$ cat config.mk
export PLATFORM = sky130hd
export DESIGN_NAME = fgcl_addr_unit
export DESIGN_NICKNAME = d
export VERILOG_FILES = /design/src/rtl/fgcl_pkg.sv /design/src/rtl/fgcl_addr_unit.sv
export SDC_FILE = /design/constraint.sdc
export NUM_CORES = 1
export LEC_CHECK = 0
export BUFFER_PORTS_ARGS = -buffer_cell sky130_fd_sc_hd__buf_2
export CELL_PAD_IN_SITES_DETAIL_PLACEMENT = 0
export CELL_PAD_IN_SITES_GLOBAL_PLACEMENT = 1
export CORE_AREA = 2 2 64 90
export DETAILED_ROUTE_END_ITERATION = 8
export DIE_AREA = 0 0 66 92
export MAX_ROUTING_LAYER = met4
export PLACE_DENSITY = 0.67
export REMOVE_ABC_BUFFERS = 1
export SYNTH_ARGS = -nofsm -noshare
export SYNTH_HDL_FRONTEND = slang
export SYNTH_SLANG_ARGS = --single-unit
export TNS_END_PERCENT = 1
$ cat constraint.sdc
create_clock -name vclk -period 6.57
set_clock_uncertainty 0.15 [all_clocks]
set_input_delay 1.6425 -clock vclk [all_inputs]
set_output_delay 1.6425 -clock vclk [all_outputs]
set_load 0.01 [all_outputs]
$ cat src/rtl/fgcl_pkg.sv
package fgcl_pkg;

  // Store sizes in bytes.
  localparam int unsigned PATCH_BYTES = 256;
  localparam int unsigned MAIN_BYTES  = 1024;

  // Walk and read addresses are wide enough for a run skip past the end of either store.
  localparam int unsigned ADDR_W   = 11;
  localparam int unsigned OFFS_W   = 10;
  localparam int unsigned PATCH_AW = $clog2(PATCH_BYTES);
  localparam int unsigned MAIN_AW  = $clog2(MAIN_BYTES);

  // Operation codes.
  localparam logic OP_WRITE  = 1'b0;
  localparam logic OP_LOOKUP = 1'b1;

  // Font codes.
  localparam logic FONT_PATCH = 1'b0;
  localparam logic FONT_MAIN  = 1'b1;

  // Advance width reported for a missing glyph.
  localparam logic [3:0] MISS_ADVANCE = 4'd3;

  // Address unit operations.
  typedef enum logic [1:0] {
    ADDR_OP_HOLD,
    ADDR_OP_NEXT,
    ADDR_OP_SKIP,
    ADDR_OP_COL
  } addr_op_e;

  typedef struct packed {
    logic              font;
    logic [ADDR_W-1:0] addr;
  } rd_req_t;

  typedef struct packed {
    logic              en;
    logic              font;
    logic [OFFS_W-1:0] offset;
    logic [7:0]        value;
  } wr_req_t;

endpackage

$ cat src/rtl/fgcl_addr_unit.sv
module fgcl_addr_unit import fgcl_pkg::*; (
  input  addr_op_e          op_i,
  input  logic [ADDR_W-1:0] base_i,
  input  logic [3:0]        factor_i,
  input  logic [2:0]        wm1_i,
  input  logic [2:0]        col_i,
  output logic [ADDR_W-1:0] addr_o
);

  logic [3:0] width;
  logic [7:0] prod;

  assign width = {1'b0, wm1_i} + 4'd1;
  assign prod  = {4'd0, factor_i} * {4'd0, width};

  always_comb begin
    case (op_i)
      ADDR_OP_NEXT: addr_o = base_i + ADDR_W'(1);
      ADDR_OP_SKIP: addr_o = base_i + ADDR_W'(2) + ADDR_W'(prod);
      ADDR_OP_COL:  addr_o = base_i + ADDR_W'(2) + ADDR_W'(prod) + ADDR_W'(col_i);
      default:      addr_o = base_i;
    endcase
  end

endmodule
==> results.tsv <==
stage	metric	value	unit
status	status	complete, but fails checks	
status	failing checks	negative setup slack	
timing	RSZ-0062 raised after global routing	yes	
timing	Slew @ Worst Pin	0.400	ns
cts	CTS Hold Buffers Added	0	
place	DP HPWL	3.47	mm
critical_path	crit path max-delay cell type	fa_2	
synth	synthesized area	1540	um2
flow_run	# Max-Cap Violations	0	
final_layout	Core Util, Final	0.440	
critical_path	Crit path required time	4.78	ns
routing	DR vias	1647	
final_layout	Design Area, Final	2360	um2
global_routing	vias in the first global route	1658	
floorplanning	Ports	34	
final_layout	Filler cells	554	
floorplanning	row count	32	
place	port buffer count	34	
critical_path	Setup crit end kind	primary output	
critical_path	Top cell by count, worst path	ha_4	
power_and_ir_drop	IR drop worst, VDD	0.0917	mV
floorplanning	initial core utilization	0.287	
routing	1st-iter DRT viols	90	
critical_path	Arr. time, crit path	5.28	ns
critical_path	max incr delay on CP	0.56	ns
final_layout	Nets	334	
floorplanning	die span in y	92	um
final_layout	Seq cells	0	
critical_path	CP max FO	3	
place	GPL Wtd Cong	0.811	
global_routing	antenna violations before repair	0	
timing	Peak Freq	141	MHz
min_path	worst hold-check path type	in2out	
final_layout	# diodes	0	
global_routing	total global-route track usage	0.151	
timing	TNS Setup	-3.01	ns
critical_path	CP Launch Type	primary input	
synth	Cell variety after synth	49	
timing	Final Cycle Share	1.08	
synth	Mapped Cells	209	
routing	Initial DRT Pass Iterations	4	
timing	post-layout min period	7.07	ns
power_and_ir_drop	leakage power	1.13	nW
floorplanning	Die W	66	um
final_layout	layout cells sized above 1	0.435	
timing	final setup margin	-0.505	ns
global_routing	largest net degree at the start of global routing	24	
timing	fin. max-slew vios	0	
critical_path	Crit Path Class	in2out	
routing	WL per Instance	12.1	um
final_layout	clock buf count	0	
power_and_ir_drop	Pwr per Cell Area	212	nW/um2
routing	# DRC	0	
synth	mean post-synth cell area	7.37	um2
routing	Vias/cell	4.76	
place	post-place instance area	2020	um2
global_routing	first-pass GRT wire length	7.39	mm
min_path	hold path cells	3	
final_layout	P&R area growth vs syn	53.2	%
routing	drt total wl	4.19	mm
floorplanning	die area	6070	um2
routing	Detail Route Antenna Nets	0	
synth	Yosys warnings	0	
global_routing	remaining global-route overflow	0	
timing	final setup fails	9	
synth	Seq/Total Area, Yosys	0	
timing	final hold violations	0	
critical_path	crit-path cells	buf_8 -> ha_4 -> xor2_4 -> buf_6 -> and2_4 -> fa_2 -> ha_4 -> inv_2 -> fa_1 -> inv_2 -> ha_4 -> buf_4 -> and3_4 -> a221oi_2 -> xnor2_2 -> and4bb_4 -> a31oi_4 -> xnor2_1 -> buf_2	
final_layout	Register Area	0	um2
floorplanning	Core Area	5370	um2
timing	Worst slew margin	0.733	
[through the flow]
step           setup WS (ns)  power, mW  std cells  hold slack, ns
2_1_floorplan         -0.500      0.233        205            3.21
3_3_place_gp          -0.810      0.379        340            3.41
3_5_place_dp          -0.845      0.381        340            3.41
4_1_cts               -0.573      0.441        343            3.40
5_1_grt               -0.646      0.556        346            3.42
6_report              -0.505      0.501        346            3.40
[layer usage]
layer / track usage / vias to the layer above / share of wire
li1: - / 854 / -
met1: 0.179 / 779 / 0.41
met2: 0.296 / 14 / 0.57
met3: 0.00245 / 0 / 0.017
met4: 0 / 0 / 0
met5: - / - / 0
[cell families (layout without fill, tap and decap cells)]
| kind of cell | Yosys count | count (layout) | share of synthesized area |
|---|---|---|---|
| AND/OR/NAND/NOR | 74 | 74 | 0.261 |
| AO/OA/AOI/OAI | 44 | 44 | 0.207 |
| buffers and inverters | 40 | 109 | 0.102 |
| adder cells (fa/ha/maj) | 31 | 31 | 0.305 |
| XOR/XNOR | 17 | 17 | 0.0967 |
| multiplexers | 3 | 3 | 0.0276 |
[worst max-delay path: cells and delay by family]
kind | cells | cell delay [ns]
AO/OA/AOI/OAI | 2 | 0.41
XOR/XNOR | 3 | 0.44
adder cells (fa/ha/maj) | 5 | 1.59
buffers and inverters | 6 | 0.57
AND/OR/NAND/NOR | 3 | 0.62
[what timing repair did]
| item | CTS | global route |
|---|---|---|
| pin swaps | 32 | 26 |
| resized for setup | 33 | 29 |
| setup buffers | 4 | 3 |
| endpoints found under the hold margin | 0 | 0 |
| setup endpoints to repair | 9 | 9 |
[cells in the mapped netlist (5+ instances only)]
master / number / area [um2]
a21o_1: 5 / 37.5
a21oi_1: 12 / 60.1
and2_1: 8 / 50.1
fa_1: 11 / 220
ha_1: 20 / 250
inv_1: 36 / 135
nand2_1: 18 / 67.6
nand3_1: 6 / 30.0
nor2_1: 14 / 52.6
o21ai_0: 9 / 45.0
xnor2_1: 10 / 87.6
xor2_1: 7 / 61.3
[worst paths after layout]
check,slack [ns],startpoint,endpoint
hold / removal,3.40,base_i[10],addr_o[10]
setup / recovery,-0.50,wm1_i[0],addr_o[10]
[cells in the final DEF (no fill, tap or decap), types with 2 or more instances in the layout]
| cell | synthesis | final |
|---|---|---|
| nor2b_1 | 4 | 3 |
| nor2_2 | 0 | 3 |
| fa_1 | 11 | 9 |
| ha_1 | 20 | 13 |
| nand4_1 | 4 | 4 |
| xnor2_2 | 0 | 2 |
| nand3_1 | 6 | 4 |
| nand2b_1 | 2 | 2 |
| buf_4 | 0 | 36 |
| a211oi_2 | 1 | 2 |
| inv_2 | 0 | 5 |
| buf_2 | 0 | 32 |
| ha_4 | 0 | 7 |
| nor3_2 | 0 | 2 |
| and3_4 | 0 | 3 |
| mux2i_1 | 2 | 2 |
| o311a_1 | 2 | 2 |
| o21ai_0 | 9 | 4 |
| and2_1 | 8 | 7 |
| a21oi_4 | 0 | 2 |
| xor2_1 | 7 | 6 |
| fa_2 | 0 | 2 |
| buf_6 | 1 | 4 |
| xnor2_1 | 10 | 8 |
| o21ai_1 | 0 | 5 |
| inv_1 | 36 | 31 |
| o21a_1 | 2 | 2 |
| a21o_1 | 5 | 5 |
| nand2_1 | 18 | 18 |
| nor2_1 | 14 | 11 |
| a21oi_1 | 12 | 9 |
[where the power goes]
| part | total [mW] | internal [mW] | switching (mW) |
|---|---|---|---|
| clock network | 0 | 0 | 0 |
| logic | 0.501 | 0.263 | 0.238 |
| registers | 0 | 0 | 0 |
[final cells by class]
| class | instances | area, um2 | area share |
|---|---|---|---|
| Multi-Input combinational cell | 169 | 1650 | 0.699 |
| Timing Repair Buffer | 73 | 490 | 0.208 |
| Inverter | 36 | 135 | 0.0573 |
| Tap cell | 68 | 85.1 | 0.0361 |
Power figures use the tool's default switching activity.
